### src/rtl/masu_pkg.sv
package masu_pkg;

   localparam int IDX_W   = 10;
   localparam int VAL_W   = 32;
   localparam int WIDTH_W = 31;
   localparam int CFG_W   = 24;

   // Q8.16 unity, used when the width is kept as is
   localparam logic [CFG_W-1:0] Q_ONE = 24'd65536;

   localparam logic [CFG_W-1:0] EXPANSION_RESET   = 24'd78643;
   localparam logic [CFG_W-1:0] CONTRACTION_RESET = 24'd26214;
   localparam logic [CFG_W-1:0] MIN_SCALE_RESET   = 24'd655;
   localparam logic [CFG_W-1:0] MAX_SCALE_RESET   = 24'd655360;

   typedef enum logic [1:0] {
      CSR_EXPANSION   = 2'd0,
      CSR_CONTRACTION = 2'd1,
      CSR_MIN_SCALE   = 2'd2,
      CSR_MAX_SCALE   = 2'd3
   } csr_index_type;

   typedef struct packed {
      logic [CFG_W-1:0] expansion_factor;
      logic [CFG_W-1:0] contraction_factor;
      logic [CFG_W-1:0] min_width_scale;
      logic [CFG_W-1:0] max_width_scale;
   } cfg_type;

   // one history slot
   typedef struct packed {
      logic signed [VAL_W-1:0] prev_value;
      logic signed [VAL_W-1:0] older_value;
      logic [WIDTH_W-1:0]      width;
   } hist_entry_type;

   // request as it enters the update pipeline
   typedef struct packed {
      logic                    valid;
      logic [IDX_W-1:0]        var_index;
      logic signed [VAL_W-1:0] current_value;
      logic signed [VAL_W-1:0] upper_bound;
      logic signed [VAL_W-1:0] lower_bound;
      logic                    pass_end;
      logic                    warm;
   } item_type;

   typedef struct packed {
      logic [IDX_W-1:0]   out_index;
      logic [WIDTH_W-1:0] new_width;
      logic               out_last;
   } result_type;

endpackage

### src/rtl/masu_if.sv


interface masu_rsp_if;
   import masu_pkg::*;

   logic               valid;
   logic               ready;
   logic [IDX_W-1:0]   out_index;
   logic [WIDTH_W-1:0] new_width;
   logic               out_last;

   modport source (
      output valid, out_index, new_width, out_last,
      input  ready
   );
   modport sink (
      input  valid, out_index, new_width, out_last,
      output ready
   );
endinterface

### src/rtl/masu_out_fifo.sv
module masu_out_fifo
   import masu_pkg::*;
(
   input  logic       clock,
   input  logic       reset,
   input  logic       push,
   input  result_type push_data,
   output logic       full,
   masu_rsp_if.source rsp_ch
);

   result_type slot_ff [2];
   logic       wr_ptr_ff;
   logic       rd_ptr_ff;
   logic [1:0] count_ff;
   logic [1:0] count_in;
   logic       pop;
   result_type head;

   assign pop  = rsp_ch.valid && rsp_ch.ready;
   assign full = (count_ff == 2'd2);
   assign head = slot_ff[rd_ptr_ff];

   assign rsp_ch.valid     = (count_ff != 2'd0);
   assign rsp_ch.out_index = head.out_index;
   assign rsp_ch.new_width = head.new_width;
   assign rsp_ch.out_last  = head.out_last;

   always_comb begin
      count_in = count_ff;
      if (push && !pop) begin
         count_in = count_ff + 2'd1;
      end else if (pop && !push) begin
         count_in = count_ff - 2'd1;
      end
   end

   always_ff @(posedge clock) begin
      if (reset) begin
         wr_ptr_ff <= 1'b0;
         rd_ptr_ff <= 1'b0;
         count_ff  <= 2'd0;
      end else begin
         count_ff <= count_in;
         if (push) begin
            wr_ptr_ff <= !wr_ptr_ff;
         end
         if (pop) begin
            rd_ptr_ff <= !rd_ptr_ff;
         end
      end
   end

   always_ff @(posedge clock) begin
      if (push) begin
         slot_ff[wr_ptr_ff] <= push_data;
      end
   end

endmodule

### src/flat_wrapper.sv
// flat-port wrapper written by rule: the top's interface ports become plain ports
module masu_out_fifo_flat import masu_pkg::*;
  (clock, reset, push, push_data, full, rsp_ch_valid, rsp_ch_out_index, rsp_ch_new_width, rsp_ch_out_last, rsp_ch_ready);
  masu_rsp_if rsp_ch_i ();
  input  logic clock;
  input  logic reset;
  input  logic push;
  input  result_type push_data;
  output logic full;
  output wire logic [$bits(rsp_ch_i.valid)-1:0] rsp_ch_valid;
  output wire logic [$bits(rsp_ch_i.out_index)-1:0] rsp_ch_out_index;
  output wire logic [$bits(rsp_ch_i.new_width)-1:0] rsp_ch_new_width;
  output wire logic [$bits(rsp_ch_i.out_last)-1:0] rsp_ch_out_last;
  input wire logic [$bits(rsp_ch_i.ready)-1:0] rsp_ch_ready;
  assign rsp_ch_valid = rsp_ch_i.valid;
  assign rsp_ch_out_index = rsp_ch_i.out_index;
  assign rsp_ch_new_width = rsp_ch_i.new_width;
  assign rsp_ch_out_last = rsp_ch_i.out_last;
  assign rsp_ch_i.ready = rsp_ch_ready;
  masu_out_fifo u_core (.clock(clock), .reset(reset), .push(push), .push_data(push_data), .full(full), .rsp_ch(rsp_ch_i));
endmodule
### config.mk
export PLATFORM = sky130hd
export DESIGN_NAME = masu_out_fifo_flat
export DESIGN_NICKNAME = d
export VERILOG_FILES = /design/src/rtl/masu_pkg.sv /design/src/rtl/masu_if.sv /design/src/rtl/masu_out_fifo.sv /design/src/flat_wrapper.sv
export SDC_FILE = /design/constraint.sdc
export NUM_CORES = 1
export LEC_CHECK = 0
export BUFFER_PORTS_ARGS = -buffer_cell sky130_fd_sc_hd__buf_4
export CELL_PAD_IN_SITES_DETAIL_PLACEMENT = 1
export CELL_PAD_IN_SITES_GLOBAL_PLACEMENT = 2
export CORE_MARGIN = 2
export CORE_UTILIZATION = 33
export DETAILED_ROUTE_END_ITERATION = 10
export HOLD_SLACK_MARGIN = 0.03
export PLACE_DENSITY_LB_ADDON = 0.1
export SETUP_SLACK_MARGIN = 0.15
export SYNTH_ARGS = -nofsm -noshare
export SYNTH_HDL_FRONTEND = slang
export SYNTH_SLANG_ARGS = --single-unit
### constraint.sdc
create_clock -name clock -period 2.92 [get_ports clock]
set_input_delay 0.584 -clock clock [delete_from_list [all_inputs] [get_ports clock]]
set_output_delay 0.584 -clock clock [all_outputs]
set_load 0.01 [all_outputs]
# Word level (Yosys, flattened, before mapping)
# Memories as Yosys holds them, arrays and structs flattened. A register that Yosys moved wholly into a read port is not among the register bits.
# Cells that the tools add are included.
word_totals:
  ff_bits: 4
  latchBits: 0
  mem_bits_rw: 84
  rom_bits: 0
  input_bits: 46
  output_inout_bits: 44
  elab_cells: 22
  memories: 1
mem_list:
  columns: ["name", "depth", "width", "rd", "rd_clocked_by_memory_dff", "wr", "line", "source"]
  rows:
  - ["u_core.slot_ff", 2, 42, 1, 1, 1, "masu_out_fifo.sv:12", "result_type slot_ff [2];"]
op_classes:
  add_sub_neg: 2
  multipliers: 0
  n_div: 0
  order_cmp: 0
  eq_ne: 1
  shifts: 0
  muxes: 6
  n_bitwise: 0
  n_reduce_logical: 9
op_table:
  columns: ["cell", "count"]
  rows:
  - ["$logic_not 1->1", 4]
  - ["$mux 1", 4]
  - ["$mux 2", 2]
  - ["$reduce_bool 2->1", 2]
  - ["$logic_and 1x1->1", 3]
  - ["$add 2x1->2 const B", 1]
  - ["$eq 2x2->1 const B", 1]
  - ["$sub 2x1->2 const B", 1]

# Logic depth before layout (Yosys ltp)
# Gate-level depths: netlist of run 1.
depth:
  word_depth: 5
  ltp_mapped: 5

# Least setup slack after synthesis of run 1
# Ideal clock, no wire load.
synth_path:
  path_kind: "input to register"
  start: "input push"
  end: "memory u_core.slot_ff[0][0] (netlist bit), enable pin"
  setup_ns: 0.446
  arrival_time_ns: 2.459
  required_time_ns: 2.474
  slack_ns: 0.015
  cell_stages: 1
  cell_sequence: "nor2b_1"
synth_via:
  elab_chain_len: 2
synth_lines:
  columns: ["item", "line", "source"]
  rows:
  - ["start: declaration", "flat_wrapper.sv:7", "input logic push;"]
  - ["$mux 1", "masu_out_fifo.sv:55", "if (push) begin"]
  - ["$mux 1 (not written as such)", "masu_out_fifo.sv:56", "slot_ff[wr_ptr_ff] <= push_data;"]
  - ["end: declaration", "masu_out_fifo.sv:12", null]
# No other way between the ends.

==> impl_metrics.ini, run 1 <==
[global_route]
antenna_found_initial = 0
grt_pass1_wl_um = 9004
grt_usage = 0.1186
grt.overflow.total = 0
grt_max_degree = 34
grt_pass1_vias = 1737

[timing]
rsz0062_at_grt = no
tightestPinTransition_ps = 503.2
fin_crit_sh = 0.7610
fmax_mhz = 450.0
hold_slack_ps = 416.6
fin_crit_ps = 2222
worst_slack_ps = 698.0
slew_headroom = 0.6645
skew_ps = 6.847
hold_viol = 0
drv_slew = 0
setup_violations = 0
fin_setup_tns_ps = 0

[drt]
vias = 1694
drtAntennaViolNets = 0
wl_per_cell_um = 16.02
drtIter0Drc = 38
drc_errors = 0
drt_pass1_iterations = 4
drt-total-wl_um = 6199
viasPerCell = 4.377

[clocking]
post_cts_buffers = 0
clk_latency_ps = 340
cts_tree = yes
cts_htree_levels = 3
clkSinkCount = 89
cts_buffers = 9
postCtsHoldBufs = 0
post_cts_resized = 0
clk_pin_slew_ps = 90
clockBufferDepth = 2
cts_root_buf = clkbuf_8

[run_status]
status = complete, no violations

[pwr]
p_switching_uw = 841.3
ir_worst_vdd_uv = 365.2
p_comb_frac = 0.265
p_leak_uw = 0.001597
pwr-share-seq = 0.471
p_clk_frac = 0.264
power_density_nw_per_um2 = 770.2
p_sw_frac = 0.2535
p_int_uw = 2478

[logic_synthesis]
synth.area.top_cells = edfxtp_1 (78%), mux2_2 (15%), dfxtp_1 (3.1%)
yosys_warnings = 0
ys_ff_latch = 89
synth_cells = 153
synth.largest_area_cell = edfxtp_1
syn_area_per_cell_um2 = 21.12
ys_seq_area_frac = 0.8115
synth_cell_types = 15
synth_top_area_share = 0.7805
synthesis.nets = 200
synth_area_um2 = 3232

[die]
initial_core_util = 0.3353
die_h_um = 103.0
coreArea_um2 = 9639
die_w_um = 103.0
die_area_um2 = 10600
rows = 36
ios = 90

[worst_setup_path]
critPathLaunchType = register
slowest_delay_ps = 500
required_ps = 2340
critical_path_class = reg -> out
cpMaxStageDelayCell = dfxtp_2
cp_data_arrival_time_ps = 1640
cp-end-kind = primary output
crit_fanout = 33
cp_cell_sequence = buf_12, mux2_2, buf_4

[layout]
fin_cells = 387
drive_gt1_frac = 0.5984
n_antenna_cell = 0
nets = 298
final_area_um2 = 4309
syn2layout_area_growth_pct = 33.33

[run]
maxCapViolations = 0

[placement]
dpl.hpwl_um = 4014
dp_slack_ps = 1019
gp_congestion = 0.6687
portBuffers = 89
dpl_cell_area_um2 = 4111
placed_cells = 373

[worst_hold_path]
hp-class = in -> reg
## final cells by class
type | instances | area [um^2]
multi-input cells | 59 | 593.1
clock buffers | 10 | 127.6
repair buffers | 92 | 728.2
well taps | 133 | 166.4
flip-flops and latches | 89 | 2624
clock inverters | 4 | 70.07
fillers | 983 | 5330
## layer usage
| metal | share of wire | track usage | up-vias |
|---|---|---|---|
| li1 | - | - | 787 |
| met1 | 0.41 | 0.1363 | 849 |
| met2 | 0.52 | 0.2028 | 49 |
| met3 | 0.054 | 0.03661 | 9 |
| met4 | 0.016 | 0.05466 | 0 |
| met5 | 0 | 0 | - |
## worst max-delay path: cells and delay by family, from the launching register on
family                 cells  cell delay (ps)
buffers and inverters      2              420
multiplexers               1              380
flip-flops                 1              500
## logic make-up (layout without fill, tap and decap cells)
family | Yosys count | count (layout) | synth area share
flip-flops | 89 | 89 | 0.8115
AO/OA/AOI/OAI | 3 | 3 | 0.004644
multiplexers | 42 | 42 | 0.1463
XOR/XNOR | 4 | 4 | 0.01084
buffers and inverters | 5 | 106 | 0.007742
AND/OR/NAND/NOR | 9 | 9 | 0.01510
adder cells (fa/ha/maj) | 1 | 1 | 0.003871
## cells in the mapped netlist
library cell and instances:
edfxtp_1 84, mux2_2 42, buf_2 5, dfxtp_1 5, nor2_1 4, xor2_1 3
o21ai_0 2, a21oi_1 1, and2_1 1, and2b_2 1, ha_1 1, nor2b_1 1
or2_2 1, or3_1 1, xnor2_1 1
## sequential cells by signal, summed over array words and instances, names as in the netlist, named ones only
register / cells
u_core.slot_ff: 84
u_core.count_ff: 2
u_core.rd_ptr_ff: 1
u_core.wr_ptr_ff: 1
## per-stage QoR
stage                       util  power, uW
after detailed placement  0.4265       2497
after global placement    0.4265       2491
after floorplan                -       2064
final                     0.4470       3319
after global routing      0.4470       3481
after CTS                 0.4470       3369
## power by group through the flow
stage | logic (uW) | clock network [uW] | registers (uW)
2_1_floorplan | 506 | 0 | 1560
3_3_place_gp | 897 | 0 | 1590
3_5_place_dp | 901 | 0 | 1600
4_1_cts | 905 | 896 | 1570
5_1_grt | 951 | 952 | 1580
6_report | 880 | 875 | 1560
## worst paths after layout
| path | startpoint | cells after the start | slack [ps] | endpoint |
|---|---|---|---|---|
| worst max register to register | u_core.count_ff[0] | 4 | 1370 | u_core.count_ff[1] |
| worst min-delay path | push_data[1] | 1 | 420 | u_core.slot_ff[1][1] |
| worst min register to register | u_core.rd_ptr_ff | 2 | 520 | register |
| worst max-delay path | register | 3 | 700 | rsp_ch_out_index[5] |
## cell usage in the layout (no fill, tap or decap)
cell	count
a21oi_1	1
and2_2	1
and2b_2	1
buf_12	3
buf_4	89
bufinv_16	2
clkbuf_1	1
clkbuf_8	9
clkinv_2	2
dfxtp_1	4
dfxtp_2	1
edfxtp_1	84
ha_1	1
mux2_2	42
nor2_1	4
nor2b_4	1
o21ai_0	2
or2_2	1
or3_1	1
xnor2_1	1
xor2_1	3
No activity file was read; power rests on OpenSTA's default activity.
==> run 2: changes to the inputs <==
--- a/config.mk
+++ b/config.mk
@@ -9,7 +9,7 @@
 export CELL_PAD_IN_SITES_DETAIL_PLACEMENT = 1
 export CELL_PAD_IN_SITES_GLOBAL_PLACEMENT = 2
 export CORE_MARGIN = 2
-export CORE_UTILIZATION = 33
+export CORE_UTILIZATION = 37
 export DETAILED_ROUTE_END_ITERATION = 10
 export HOLD_SLACK_MARGIN = 0.03
 export PLACE_DENSITY_LB_ADDON = 0.1
==> constraint.sdc (replaced) <==
create_clock -name clock -period 2.1 [get_ports clock]
set_input_delay 0.42 -clock clock [delete_from_list [all_inputs] [get_ports clock]]
set_output_delay 0.42 -clock clock [all_outputs]
set_load 0.01 [all_outputs]
==> run 2 against run 1 <==
Effect of this change: clock skew fell by 2.4 ps; power up 39%; core utilization grew 5.2 points; register-to-register slack worse by 810 ps; cell count shrank 5.4%; sequential cell count is the same; sequential share of layout area grew 0.36 points; clock-buffer cell count shrank 1; sequential power rose by 38%; worst setup slack lost 470 ps; worst hold slack worse by 160 ps; critical endpoint is now rsp_ch_out_index[4]; largest cell class unchanged.
==> impl_metrics.ini, run 2 (synthesis gave the netlist of run 1 again) <==
[placement]
dpl_cell_area_um2 = 4065
gp_congestion = 0.6909
dpl.hpwl_um = 3968
portBuffers = 89

[pwr]
p_leak_uw = 0.001604
power_density_nw_per_um2 = 1080
ir_worst_vdd_uv = 429.9

[layout]
n_antenna_cell = 0
final_common_cell = buf_4
largest_register = u_core.slot_ff
syn2layout_area_growth_pct = 32.56
largest_register_ffs = 84
mostFrequentLayoutCells = buf_4 (93), edfxtp_1 (84), mux2_2 (42)
nets = 301
drive_gt1_frac = 0.6008
final_area_um2 = 4284
top_regs = u_core.slot_ff x84, u_core.count_ff x2

[drt]
wirelength_met1_um = 2608
dr_wl_met2_um = 2891
vias = 1699
highest_layer = met4
viasPerCell = 4.642
drc_errors = 0
wl_met3_um = 367
drtAntennaViolNets = 0
wl_per_cell_um = 16.36
drt-total-wl_um = 5987
drtIter0Drc = 47
drt_pass1_iterations = 3

[timing]
tightestPinTransition_ps = 398.7
drv_slew = 0
setup_violations = 0
rsz0062_at_grt = yes
fin_setup_tns_ps = 0
hold_viol = 0
fin_crit_ps = 1872
skew_ps = 4.427
fmax_mhz = 534.1
slew_headroom = 0.7342
fin_crit_sh = 0.8916

[global_route]
grt_pass1_vias = 1904
grt_max_degree = 29
grt.overflow.total = 0
antenna_found_initial = 0
grt_usage = 0.1330
grt_pass1_wl_um = 9680

[clocking]
cts_tree = yes
post_cts_buffers = 0
clockBufferDepth = 2
clk_pin_slew_ps = 90
cts_htree_levels = 3
cts_buffers = 9
clk_latency_ps = 350
clkSinkCount = 89
cts_root_buf = clkbuf_8

[die]
die_area_um2 = 9498
die_w_um = 97.46
ios = 90
initial_core_util = 0.3761
die_h_um = 97.46
rows = 34
coreArea_um2 = 8593

[worst_setup_path]
critical_path_class = reg -> out
crit_fanout = 26
required_ps = 1680
cp-end-kind = primary output
r2r_slack_ps = 560
cp_data_arrival_time_ps = 1450
critPathLaunchType = register

[run_status]
status = complete, no violations

[worst_hold_path]
hp-class = in -> reg

[run]
maxCapViolations = 0
[run 2: cell count changes in the layout (fill, tap and decap cells not counted)]
cell / previous run / this run
clkbuf_1: 1 / 0
clkinv_2: 2 / 0
buf_4: 89 / 93
buf_12: 3 / 0
clkinv_4: 0 / 1
buf_8: 0 / 1
clkinvlp_4: 0 / 1
clkinv_1: 0 / 2
buf_6: 0 / 1
[run 2: area by class of cell]
cell class                 count  area (um^2)
timing repair buffer          95        724.4
tap                          108        135.1
clock buffer                   9        123.9
fill                         825         4309
multi-input combinational     59        593.1
sequential                    89         2624
clock inverter                 6        83.83
[run 2: worst paths after layout]
| check | endpoint | start | cells after the start |
|---|---|---|---|
| setup / recovery | rsp_ch_out_index[4] | register | 3 |
| hold / removal | u_core.slot_ff[1][11] | push_data[11] | 1 |
| setup reg to reg | u_core.count_ff[1] | u_core.count_ff[0] | 4 |
| hold reg to reg | u_core.count_ff[1] | u_core.count_ff[1] | 2 |
[run 2: report_power, final]
group / switching, uW / total (uW) / internal [uW] / leakage [uW]
Sequential: 54.8 / 2150 / 2090 / 0.000830
Combinational: 554 / 1260 / 702 / 0.000673
Clock: 566 / 1220 / 658 / 0.000100
[run 2: critical path, stage by stage, from the launching register on]
cell and delay, ps:
dfxtp_2 360, buf_8 230, mux2_2 380, buf_4 150
[run 2: layer usage]
layer | track usage | vias to the layer above
met4 | 0.06410 | 0
met1 | 0.1732 | 842
met2 | 0.2027 | 54
met3 | 0.04173 | 10
met5 | 0 | -
li1 | - | 793
[run 2: timing repair]
item,CTS,global route
resized for setup,1,2
hold buffers,0,0
endpoints found under the setup margin,26,31
[run 2: per-stage QoR]
step | setup slack [ps] | hold WS (ps) | utilization | total power [uW] | std cells
floorplan | 260.1 | 466.1 | - | 2871 | 153
global placement | 462.9 | 490.2 | 0.4731 | 3438 | 351
detailed placement | 466.1 | 498.7 | 0.4731 | 3448 | 351
CTS | 163.0 | 235.0 | 0.4977 | 4688 | 366
global route | 139.1 | 227.8 | 0.4985 | 4860 | 366
finish | 227.7 | 252.5 | 0.4985 | 4625 | 366
==> run 3: changes to the inputs <==
--- a/config.mk
+++ b/config.mk
@@ -8,7 +8,6 @@
 export BUFFER_PORTS_ARGS = -buffer_cell sky130_fd_sc_hd__buf_4
 export CELL_PAD_IN_SITES_DETAIL_PLACEMENT = 1
 export CELL_PAD_IN_SITES_GLOBAL_PLACEMENT = 2
-export CORE_MARGIN = 2
 export CORE_UTILIZATION = 37
 export DETAILED_ROUTE_END_ITERATION = 10
 export HOLD_SLACK_MARGIN = 0.03
==> run 3 against run 2 <==
Effect of this change: maximum frequency up 0.74%; die area is 4.1% lower; global-route usage is essentially flat; final area rose by 0.26%; worst setup slack improved by 14 ps; non-clock buffer count unchanged; core utilization increased by 1.6 points; sequential share of layout area is 0.16 points lower; cell count shrank 1.1%.
==> impl_metrics.ini, run 3 (synthesis gave the netlist of run 1 again) <==
[drt]
drt-total-wl_um = 5781
drtAntennaViolNets = 0
vias = 1667
drtIter0Drc = 32
drc_errors = 0
viasPerCell = 4.605
wl_per_cell_um = 15.97
drt_pass1_iterations = 4

[timing]
drv_slew = 0
tightestPinTransition_ps = 322.7
fmax_mhz = 538.0
rsz0062_at_grt = no
hold_viol = 0
fin_crit_sh = 0.8851
slew_headroom = 0.7849
setup_violations = 0
fin_crit_ps = 1859
skew_ps = 6.148
fin_setup_tns_ps = 0
hold_slack_ps = 256.2

[worst_hold_path]
hp-class = in -> reg

[clocking]
clk_latency_ps = 340
cts_buffers = 9
post_cts_buffers = 0
clockBufferDepth = 2
cts_root_buf = clkbuf_8
clkSinkCount = 89
postCtsHoldBufs = 0
clk_pin_slew_ps = 80
cts_tree = yes
cts_htree_levels = 3
post_cts_resized = 0

[layout]
n_antenna_cell = 0
nets = 301
drive_gt1_frac = 0.5992
syn2layout_area_growth_pct = 32.91
final_core_util = 0.5150
largest_register_ffs = 84
largest_register = u_core.slot_ff
final_common_cell = buf_4
mostFrequentLayoutCells = buf_4 (94), edfxtp_1 (84), mux2_2 (42)
top_regs = u_core.slot_ff x84, u_core.count_ff x2

[die]
coreArea_um2 = 8341
die_area_um2 = 9113
initial_core_util = 0.3875
die_h_um = 95.46
rows = 33
die_w_um = 95.46
ios = 90

[pwr]
ir_worst_vdd_uv = 543.3
p_leak_uw = 0.001614
power_density_nw_per_um2 = 1095

[worst_setup_path]
crit_fanout = 13
critical_path_class = reg -> out
cp-end-kind = primary output
required_ps = 1680
cp_data_arrival_time_ps = 1440
critPathLaunchType = register

[run_status]
status = complete, no violations

[placement]
portBuffers = 89
gp_congestion = 0.7027
dpl.hpwl_um = 3790

[global_route]
grt_pass1_vias = 1767
antenna_found_initial = 0
grt_pass1_wl_um = 8714
grt.overflow.total = 0
grt_max_degree = 30
grt_usage = 0.1328

[run]
maxCapViolations = 0
==> run 3: cell count changes in the layout (fill, tap and decap cells not counted), sizes merged <==
cell,change
bufinv,+1
clkbuf,+1
clkinv,-2
clkinvlp,-1
==> run 3: critical path, cell delays in order (launching register included) <==
cell     delay [ps]
dfxtp_2         350
buf_4           230
mux2_2          370
buf_4           150
==> run 3: power breakdown <==
part | total (uW) | leakage [uW] | internal [uW] | switching [uW]
logic | 1250 | 0.000674 | 706 | 546
clock network | 1310 | 0.000110 | 774 | 533
registers | 2150 | 0.000830 | 2090 | 55.0
total | 4710 | 0.00161 | 3570 | 1130
==> run 3: final cells by class <==
type | count | area (um^2)
Clock buffer | 10 | 127.6
Clock inverter | 4 | 93.84
Tap cell | 105 | 131.4
Sequential cell | 89 | 2624
Fill cell | 806 | 4045
Timing Repair Buffer | 95 | 725.7
Multi-Input combinational cell | 59 | 593.1
==> run 3: per-layer routing <==
layer  GRT usage  vias to the layer above  part of all wire
met5           0                        -                 0
met3     0.03429                       10             0.048
li1            -                      790                 -
met4     0.07090                        0             0.018
met2      0.2190                       49              0.50
met1      0.1591                      818              0.43
==> run 3: path summary, 6_finish.rpt <==
path                                          from                     to  slack (ps)  cells past startpoint
worst max-delay path                      register    rsp_ch_new_width[3]         240                      3
worst min-delay path                 push_data[34]  u_core.slot_ff[1][34]         260                      1
worst max register to register  u_core.count_ff[0]     u_core.count_ff[1]         600                      4
worst min register to register  u_core.count_ff[1]     u_core.count_ff[1]         520                      2
==> run 3: through the flow <==
stage	cell area, um^2	std cells	total power, uW	worst slack, ps
final	4295	362	4705	241.4
after global routing	4295	362	4935	170.9
after global placement	4074	348	3458	584.9
after CTS	4295	362	4790	194.2
after floorplan	3239	153	2871	260.1
after detailed placement	4074	348	3465	559.1
